==> config.mk <==
export PLATFORM = sky130hd
export DESIGN_NAME = cps_front
export DESIGN_NICKNAME = d
export VERILOG_FILES = /design/src/rtl/cps_pkg.sv /design/src/rtl/cps_front.sv
export SDC_FILE = /design/constraint.sdc
export NUM_CORES = 1
export LEC_CHECK = 0
export BUFFER_PORTS_ARGS = -buffer_cell sky130_fd_sc_hd__clkbuf_2
export CORE_MARGIN = 8
export CORE_UTILIZATION = 40
export DETAILED_ROUTE_END_ITERATION = 10
export GPL_TIMING_DRIVEN = 0
export REMOVE_ABC_BUFFERS = 1
export SLEW_MARGIN = 30
export SYNTH_ARGS = -nofsm -noshare
export SYNTH_HDL_FRONTEND = slang
export SYNTH_SLANG_ARGS = --single-unit
export TNS_END_PERCENT = 1
==> constraint.sdc <==
create_clock -name clk -period 5.8 [get_ports clk]
set_input_delay 1.16 -clock clk [delete_from_list [all_inputs] [get_ports clk]]
set_output_delay 1.16 -clock clk [all_outputs]
set_load 0.05 [all_outputs]
==> src/rtl/cps_pkg.sv <==
// Package for the Coulomb potential direct-sum core.
// Holds the shared types, sizes and codes; depends on nothing.
package cps_pkg;

  localparam int MAX_CHARGES = 1024;
  localparam int ADDR_W      = $clog2(MAX_CHARGES);
  localparam int CNT_W       = $clog2(MAX_CHARGES + 1);
  localparam int QDEPTH      = 4;
  localparam int QPTR_W      = $clog2(QDEPTH);
  localparam int QCNT_W      = $clog2(QDEPTH + 1);

  localparam logic signed [47:0] POT_MAX = {1'b0, {47{1'b1}}};
  localparam logic signed [47:0] POT_MIN = {1'b1, {47{1'b0}}};

  typedef enum logic [1:0] {
    OP_CLEAR = 2'd0,
    OP_LOAD  = 2'd1,
    OP_QUERY = 2'd2,
    OP_NONE  = 2'd3
  } opcode_t;

  typedef enum logic [1:0] {
    REG_SCALE  = 2'd0,
    REG_HEIGHT = 2'd1,
    REG_SPARE2 = 2'd2,
    REG_SPARE3 = 2'd3
  } cfg_index_t;

  typedef struct packed {
    logic [1:0]         opcode;
    logic signed [31:0] pos_x;
    logic signed [31:0] pos_y;
  } in_item_t;

  typedef struct packed {
    logic signed [47:0] potential;
    logic               saturated;
  } result_t;

  typedef struct packed {
    logic              we;
    logic [ADDR_W-1:0] addr;
    logic [31:0]       x;
    logic [31:0]       y;
  } store_wr_t;

  typedef struct packed {
    logic signed [31:0] x;
    logic signed [31:0] y;
  } query_t;

  typedef enum logic [2:0] {
    B_IDLE,
    B_READ,
    B_DIFF,
    B_SQUARE,
    B_SUM,
    B_SQRT,
    B_DIV,
    B_ACC
  } back_state_t;

endpackage

==> src/rtl/cps_front.sv <==
// Front part: takes commands, runs clears and loads, queues queries.
// Depends on cps_pkg.
module cps_front (
  input  logic              clk,
  input  logic              rst,
  input  logic              start,
  output logic              busy,
  input  cps_pkg::in_item_t item,
  input  logic              back_idle,
  input  logic              q_pop,
  output logic              q_valid,
  output cps_pkg::query_t   q_head,
  output cps_pkg::store_wr_t store_wr,
  output logic [cps_pkg::CNT_W-1:0] count
);
  import cps_pkg::*;

  logic              hold;
  in_item_t          held;
  query_t            queue [QDEPTH];
  logic [QPTR_W-1:0] wr_ptr;
  logic [QPTR_W-1:0] rd_ptr;
  logic [QCNT_W-1:0] q_cnt;
  logic              mem_ready;
  logic              push;
  logic              done_hold;

  assign busy      = hold;
  assign q_valid   = (q_cnt != '0);
  assign q_head    = queue[rd_ptr];
  // Clears and loads wait until every earlier query has finished.
  assign mem_ready = (q_cnt == '0) && back_idle;
  assign push      = hold && (held.opcode == OP_QUERY) && (q_cnt != QCNT_W'(QDEPTH));

  always_comb begin
    done_hold = 1'b0;
    unique case (held.opcode)
      OP_CLEAR, OP_LOAD: done_hold = mem_ready;
      OP_QUERY:          done_hold = push;
      default:           done_hold = 1'b1;
    endcase
  end

  assign store_wr.we   = hold && (held.opcode == OP_LOAD) && mem_ready &&
                         (count < CNT_W'(MAX_CHARGES));
  assign store_wr.addr = count[ADDR_W-1:0];
  assign store_wr.x    = held.pos_x;
  assign store_wr.y    = held.pos_y;

  always_ff @(posedge clk) begin
    if (rst) begin
      hold   <= 1'b0;
      count  <= '0;
      wr_ptr <= '0;
      rd_ptr <= '0;
      q_cnt  <= '0;
    end else begin
      if (hold && done_hold) begin
        hold <= 1'b0;
      end else if (start && !hold) begin
        hold <= 1'b1;
      end
      if (hold && held.opcode == OP_CLEAR && mem_ready) begin
        count <= '0;
      end else if (store_wr.we) begin
        count <= count + CNT_W'(1);
      end
      if (push) begin
        wr_ptr <= wr_ptr + QPTR_W'(1);
      end
      if (q_pop) begin
        rd_ptr <= rd_ptr + QPTR_W'(1);
      end
      q_cnt <= q_cnt + QCNT_W'(push) - QCNT_W'(q_pop);
    end
  end

  always_ff @(posedge clk) begin
    if (start && !hold) begin
      held <= item;
    end
    if (push) begin
      queue[wr_ptr] <= '{x: held.pos_x, y: held.pos_y};
    end
  end

endmodule

After elaboration in Yosys (flattened, before gate mapping)
Memory sizes are Yosys's and may differ from the RTL's. A register that Yosys moved wholly into a read port is not among the register bits.
Cells that the tools add are included.
{ "classes": {"mux": 5, "n_addsub": 5, "n_eq_ne": 3, "n_lt_le_gt_ge": 1, "n_reduce_logical": 17} }
{ "ops": {"columns": ["operator", "count"], "rows": [
  ["$add A11 B1 Y11 const B", 1],
  ["$lt A11 B11 Y1 const B", 1],
  ["$logic_and A1 B1 Y1", 10],
  ["$reduce_or A2 Y1", 3],
  ["$add A2 B1 Y2 const B", 2],
  ["$mux W2", 2],
  ["$add A3 B1 Y3", 1],
  ["$logic_not A3 Y1", 1],
  ["$ne A3 B3 Y1 const B", 1],
  ["$reduce_bool A3 Y1", 1],
  ["$sub A3 B1 Y3", 1],
  ["$eq A2 B1 Y1 const B", 1],
  ["$eq A2 B2 Y1 const B", 1],
  ["$logic_not A2 Y1", 1],
  ["$mux W1", 2],
  ["$pmux W1 S2", 1],
  ["$logic_not A1 Y1", 1]
]} }
{ "word_totals": {"in_bits": 71, "regBits": 85, "ramBits": 256, "memories": 1, "out_inout_bits": 152, "word_cells": 40} }
{ "memory_table": {"columns": ["memory", "words", "word_bits", "rd", "rd_ports_with_merged_regs", "wr", "line", "source"], "rows": [
  ["queue", 4, 64, 1, 1, 1, "cps_front.sv:20", "query_t queue [QDEPTH];"]
]} }

Depth between registers and ports, before layout
Gate-level depths: netlist (run 1).
{ "depth": {"word_depth": 6, "depth_mapped": 11, "ltp_nobuf": 11} }

Worst setup path before layout (run 1)
OpenSTA, ideal clock, no wires.
{ "synth_timing": {"kind": "input to register", "startpoint": "in start", "endpoint": "reg held[64] (netlist bit), enable pin", "cell_stages": 1, "required_time_ns": 5.302, "path_buffers": 0, "setup_ns": 0.498, "setup_slack_ns": 1.210, "t_arrival_ns": 4.091, "path_cell_list": "nor2b_1"} }
{ "synth_via": {"elab_chain_len": 1} }
{ "synth_lines": {"columns": ["item", "line", "source"], "rows": [
  ["from (decl)", "cps_front.sv:6", "input logic start,"],
  ["$logic_and A1 B1 Y1", "cps_front.sv:79", "if (start && !hold) begin"],
  ["to (signal assigned)", "cps_front.sv:80", "held <= item;"],
  ["to (decl)", "cps_front.sv:19", "in_item_t held;"]
]} }
No other way between the ends.
A chain may end at the register's enable or synchronous reset.

==> results.py, run 1 <==
metrics = {
    "synthesis": {
        "synth_area_sq_um": 12800,
        "yosysSeqAreaShare_pct": 78.8,
        "syn_inst": 586,
        "synth_area_leaders": "edfxtp_1 (76%), mux4_2 (11%), buf_4 (4.3%)",
        "synth_top_area_cell": "edfxtp_1",
        "ys_seq_elements": 343,
        "avgSynthCellArea_sq_um": 21.8,
        "synth_edf_count": 322,
        "synth_cell_types": 38,
        "yosysWarnings": 0,
        "synth_async_sr_flop_share_pct": 0,
        "yosysTopAreaCellShare_pct": 75.5,
        "ys.flop_type": "edfxtp_1",
    },
    "hold_path": {
        "hold_class": "reg2reg",
        "min-delay-start": "store_wr[25]",
    },
    "clock_network": {
        "clk_path_buf_depth": 3,
        "clock_sinks": 343,
        "cts_tree": "yes",
        "cts_resized": 0,
        "cts-htree-levels": 2,
        "clkTransAtPathRegs_ns": 0.06,
        "clock_latency_ns": 0.51,
        "post-cts-setup-buffers": 0,
        "clockRootBuffer": "clkbuf_16",
        "cts_hold_buf": 0,
        "cts_buffers": 37,
    },
    "layout": {
        "stdcell_count": 1196,
        "diodes": 0,
        "drive_gt1_share_pct": 45.7,
        "area_growth_pct": 19.2,
        "fillers": 2644,
        "nets": 848,
    },
    "setup_path": {
        "crit_start": "back_idle",
        "path_delay_family": "simple AND/OR/NAND/NOR gates",
        "max_stage_delay_ns": 0.53,
        "crit_buf_inv": 2,
        "cp.arrival_ns": 2.27,
        "timing.rr.start": "held[64]",
        "crit_chain": "clkbuf_2 -> or4b_4 -> nor2_1 -> clkbuf_2",
        "cp_slowest_cell": "or4b_4",
        "worstSetupPathType": "in2out",
        "crit_top_cell": "clkbuf_2",
        "required_ns": 4.64,
        "end_kind": "output port",
        "startpoint_type": "input port",
        "crit_fanout": 5,
    },
    "placement": {
        "placed_cells": 1132,
        "hpwl_microns": 16100,
        "port_buffers": 222,
        "post-place-ws_ns": 2.38,
        "gp_congestion": 0.726,
    },
    "floorplanning": {
        "start_util_pct": 40.6,
        "fp.dieW_microns": 195,
        "die_area_sq_um": 38000,
        "rows": 65,
        "core_sq_um": 31600,
        "boundaryPins": 223,
        "die_h_microns": 195,
    },
    "route": {
        "drc": 0,
        "wl_per_cell_microns": 20.9,
        "drt_iter0_markers": 267,
        "dr.pass1.iters": 4,
        "routed_wirelength_microns": 25000,
        "vias": 5891,
        "final_antenna_net_count": 0,
        "viasPerCell": 4.93,
    },
    "sta": {
        "setup_viol_count_final": 0,
        "period_needed_ns": 3.43,
        "slew-limit-headroom_pct": 54.2,
        "timing.setup.tns_ns": 0,
        "max_freq_mhz": 292,
        "fin_worst_skew_ns": 0.0126,
        "slew_violations": 0,
        "grt_setup_unrepaired": "no",
        "hold_viol": 0,
        "whs_ns": 0.526,
        "setup_slack_ns": 2.37,
        "tightest_slew_ns": 0.687,
        "fin_crit_sh_pct": 59.1,
    },
    "grt": {
        "antenna_found_initial": 1,
        "grt_pass1_wl_microns": 38700,
        "grt.total_usage_pct": 13.0,
        "grt_max_degree": 37,
        "first_global_vias": 6505,
        "grt-ovfl-total": 0,
    },
    "flow_run": {
        "cap_violations": 0,
    },
    "pwr": {
        "total_power_mw": 5.73,
        "p_leak_nw": 5.33,
        "vdd_drop_max_uv": 204,
        "power.density_nw_per_um2": 376,
    },
    "status": {
        "status": "finished clean",
    },
}
-- through the flow --
step | utilization, % | cell area (sq um)
6_report | 48.4 | 15300
4_1_cts | 48.4 | 15300
2_1_floorplan | - | 12200
5_1_grt | 48.4 | 15300
3_5_place_dp | 44.7 | 14100
3_3_place_gp | 43.7 | 13800
-- kinds of logic (layout without fill, tap and decap cells) --
group | Yosys count | count (layout) | synth area share, %
and+or+nand+nor | 48 | 48 | 2.35
buffers and inverters | 99 | 307 | 5.20
xor gates and xnor gates | 11 | 11 | 0.753
AOI/OAI and AO/OA | 11 | 11 | 0.625
adders and majority gates | 8 | 8 | 0.841
muxes | 66 | 66 | 11.4
DFF | 343 | 343 | 78.8
-- state kept, by name, summed over array words and instances (netlist names), named ones only --
| register | count |
|---|---|
| store_wr | 64 |
| held | 2 |
| q_cnt | 3 |
| rd_ptr | 2 |
| busy | 1 |
| queue | 256 |
| wr_ptr | 2 |
| count | 11 |
-- Yosys cell counts, types with 4 or more instances --
cell type	n
dfxtp_1	21
mux4_2	64
inv_1	9
buf_4	74
nand2_1	5
ha_1	7
clkbuf_1	8
nor2_1	16
buf_2	7
xnor2_1	7
edfxtp_1	322
nand3_1	4
xor2_1	4
and2_1	4
-- cell type report --
type	count	area, sq um	share of cell area (%)
timing repair buffer	234	1400	9.15
clock buffer	45	998	6.54
inverter	9	33.8	0.221
clock inverter	19	166	1.09
multi-input combinational	144	2060	13.5
sequential	343	10100	66.2
tap	402	503	3.30
-- cells in the final DEF, fill, tap and decap left out, drive strengths merged, types with 2 or more instances in the layout --
| cell | instances |
|---|---|
| mux4 | 64 |
| xor2 | 4 |
| nand3 | 4 |
| bufinv | 3 |
| nor4 | 3 |
| nor2 | 18 |
| mux2i | 2 |
| inv | 10 |
| xnor2 | 7 |
| and2 | 4 |
| clkinvlp | 2 |
| edfxtp | 322 |
| clkinv | 13 |
| a21oi | 3 |
| a211oi | 2 |
| nor3 | 2 |
| ha | 7 |
| dfxtp | 21 |
| nand2 | 5 |
| nor2b | 3 |
| clkbuf | 267 |
| buf | 12 |
| nand4 | 2 |
-- worst paths after layout --
kind	end	slack, ns	depth (start not counted)
max	store_wr[74]	2.37	4
min	queue[3][25]	0.53	0
max reg2reg	q_cnt[2]	3.17	11
min reg2reg	queue[3][25]	0.53	0
-- per-layer routing --
metal / global-route usage (%) / share of wire, % / up-vias
met4: 3.28 / 1.8 / 2
met3: 4.20 / 6.5 / 43
met2: 21.0 / 48 / 176
met1: 16.8 / 44 / 3029
li1: - / - / 2641
met5: 0 / 0.036 / -
-- where the power goes --
part           switching, mW  internal [mW]
combinational          0.448          0.188
clock                  0.895           1.35
sequential            0.0689           2.78
total                   1.41           4.32
No activity file was read; power rests on OpenSTA's default activity.
==> run 2, diff against run 1 <==
ABC_AREA = 1   (was unset)
clock period = 3.56 ns   (was 5.8 ns; I/O delays follow)
==> run 2 against run 1 <==
  * First-iteration DRC count rose by 36%
  * Synthesized area grew 2.6%
  * Register-to-register slack lost 1.8 ns
  * Setup slack worse by 2.1 ns
  * Die area is 2.4% higher
  * Largest cell class unchanged
==> results.py, run 2 <==
metrics = {
    "placement": {
        "hpwl_microns": 18000,
        "dpl-instance-area_sq_um": 14600,
        "port_buffers": 222,
        "placed_cells": 1497,
        "gp_congestion": 0.769,
    },
    "clock_network": {
        "clockRootBuffer": "clkbuf_16",
        "post-cts-setup-buffers": 0,
        "cts_resized": 0,
        "clock_sinks": 343,
        "cts_tree": "yes",
        "cts_hold_buf": 0,
        "cts-htree-levels": 2,
        "clkTransAtPathRegs_ns": 0.06,
        "cts_buffers": 38,
        "clk_path_buf_depth": 3,
        "clock_latency_ns": 0.52,
    },
    "sta": {
        "slew_violations": 0,
        "hold_viol": 0,
        "tightest_slew_ns": 0.743,
        "slew-limit-headroom_pct": 50.5,
        "fin_worst_skew_ns": 0.0122,
        "period_needed_ns": 3.25,
        "max_freq_mhz": 307,
        "fin_crit_sh_pct": 91.4,
        "setup_viol_count_final": 0,
        "timing.setup.tns_ns": 0,
        "grt_setup_unrepaired": "no",
    },
    "synthesis": {
        "synthTopCellsByCount": "edfxtp_1 (322), nor2_1 (157), o21ai_0 (122)",
        "yosysSeqAreaShare_pct": 76.8,
        "yosysWarnings": 0,
        "ys_seq_elements": 343,
        "syn_inst": 929,
        "synth_area_sq_um": 13100,
        "synth_area_leaders": "edfxtp_1 (74%), o21ai_0 (4.6%), nor2_1 (4.5%)",
        "ys.flop_type": "edfxtp_1",
        "yosysTopAreaCellShare_pct": 73.6,
        "synth_async_sr_flop_share_pct": 0,
        "avgSynthCellArea_sq_um": 14.1,
        "post-synth-top-count-cell": "edfxtp_1",
        "synth_edf_count": 322,
        "synth_top_area_cell": "edfxtp_1",
        "synth_cell_types": 30,
    },
    "setup_path": {
        "cp.arrival_ns": 2.54,
        "end_kind": "output port",
        "r2r_setup_slack_ns": 1.34,
        "startpoint_type": "flip-flop",
        "required_ns": 2.85,
        "crit_fanout": 78,
        "worstRegToRegCells": 6,
        "worstSetupPathType": "reg2out",
        "reg2reg_to": "queue[1][33]",
        "timing.rr.start": "held[65]",
    },
    "pwr": {
        "total_power_mw": 9.66,
        "vdd_drop_max_uv": 385,
        "internal_power_mw": 7.25,
        "clkPwrFrac_pct": 41.5,
        "power_switching_mw": 2.41,
        "switching_share_pct": 25.0,
        "power.density_nw_per_um2": 606,
        "seq_power_share_pct": 47.7,
        "p_leak_nw": 5.77,
        "power_frac_comb_pct": 10.8,
    },
    "hold_path": {
        "whs_endpoint": "store_wr[59]",
        "min-delay-start": "item[59]",
        "hold_depth": 1,
        "hold_class": "in2reg",
    },
    "route": {
        "routed_wirelength_microns": 28600,
        "vias": 7679,
        "final_antenna_net_count": 0,
        "wl_per_cell_microns": 18.3,
        "viasPerCell": 4.90,
        "drc": 0,
        "dr.pass1.iters": 6,
        "drt_iter0_markers": 363,
    },
    "status": {
        "status": "finished clean",
    },
    "grt": {
        "first_global_vias": 7848,
        "grt-ovfl-total": 0,
        "grt_pass1_wl_microns": 43900,
        "grt.total_usage_pct": 14.3,
        "antenna_found_initial": 1,
        "grt_max_degree": 79,
    },
    "floorplanning": {
        "rows": 66,
        "start_util_pct": 40.5,
        "die_h_microns": 197,
        "core_sq_um": 32500,
        "die_area_sq_um": 38900,
        "boundaryPins": 223,
        "fp.dieW_microns": 197,
    },
    "layout": {
        "stdcell_count": 1566,
        "diodes": 0,
        "fin_util_pct": 49.1,
        "nets": 1174,
        "final_area_sq_um": 15900,
        "largest_reg_flops": 256,
        "fillers": 2820,
        "final_cell_mix": "edfxtp_1 (322), clkbuf_2 (222), nor2_1 (153), o21ai_0 (122), o22ai_1 (64)",
        "drive_gt1_share_pct": 28.5,
        "largest-register": "queue",
        "final_common_cell": "edfxtp_1",
        "area_growth_pct": 21.3,
    },
    "flow_run": {
        "cap_violations": 0,
    },
}
run 2: changes by cell type after synthesis, sizes merged, moves of 6 or more:
cell | before | now
a21oi | 3 | 13
o22ai | 0 | 64
nor2 | 18 | 161
inv | 9 | 33
o21ai | 1 | 135
clkbuf | 8 | 24
xnor2 | 7 | 1
nand3 | 4 | 10
buf | 82 | 92
nand2 | 5 | 40
mux4 | 64 | 0
run 2: cell families after synthesis:
family          Yosys count  share of synthesized area [%]
compound gates          212                           8.83
simple gates            216                           6.77
fa+ha+maj                 8                          0.819
buf+inv                 149                           6.73
xor+xnor                  1                         0.0667
flops                   343                           76.8
run 2: through the flow:
| step | hold WS (ns) | setup WS [ns] |
|---|---|---|
| after floorplan | 0.412 | -1.28 |
| after global placement | 0.432 | -4.72 |
| after detailed placement | 0.430 | 0.879 |
| after CTS | 0.342 | 0.292 |
| after global routing | 0.339 | 0.138 |
| final | 0.370 | 0.306 |
run 2: power by group through the flow:
stage               logic (mW)  registers [mW]  clock network [mW]
global placement         0.986            4.74                   0
floorplan                0.549            4.85                   0
global route              1.11            4.62                4.27
detailed placement        1.06            4.70                   0
finish                    1.05            4.61                4.01
CTS                       1.06            4.61                4.12
run 2: metal layers:
metal	share of wire, %	vias up	track usage [%]
met5	0.045	-	0
met3	7.3	47	4.26
li1	-	3658	-
met1	42	3755	17.4
met2	49	217	24.5
met4	1.9	2	3.98
run 2: worst max path at each step:
stage,endpoint,slack [ns],depth (start not counted)
after floorplan,q_head[0],-1.28,3
after global placement,q_head[10],-4.72,4
after detailed placement,q_head[5],0.88,6
after CTS,q_head[19],0.29,6
after global routing,q_head[45],0.14,6
final,q_head[19],0.31,6
run 2: worst max-delay path, stage by stage (launching register included):
cell and delay, ns:
dfxtp_4 0.40, buf_16 0.19, inv_8 0.29, buf_16 0.31
o21ai_0 0.14, o22ai_1 0.23, clkbuf_2 0.33
run 2: area by class of cell:
cell class | instances | area (sq um) | area share, %
tap | 442 | 553 | 3.47
clock inverter | 19 | 216 | 1.36
clock buffer | 50 | 1080 | 6.78
sequential | 343 | 10100 | 63.4
multi-input combinational | 437 | 2200 | 13.8
timing repair buffer | 242 | 1650 | 10.4
inverter | 33 | 139 | 0.872
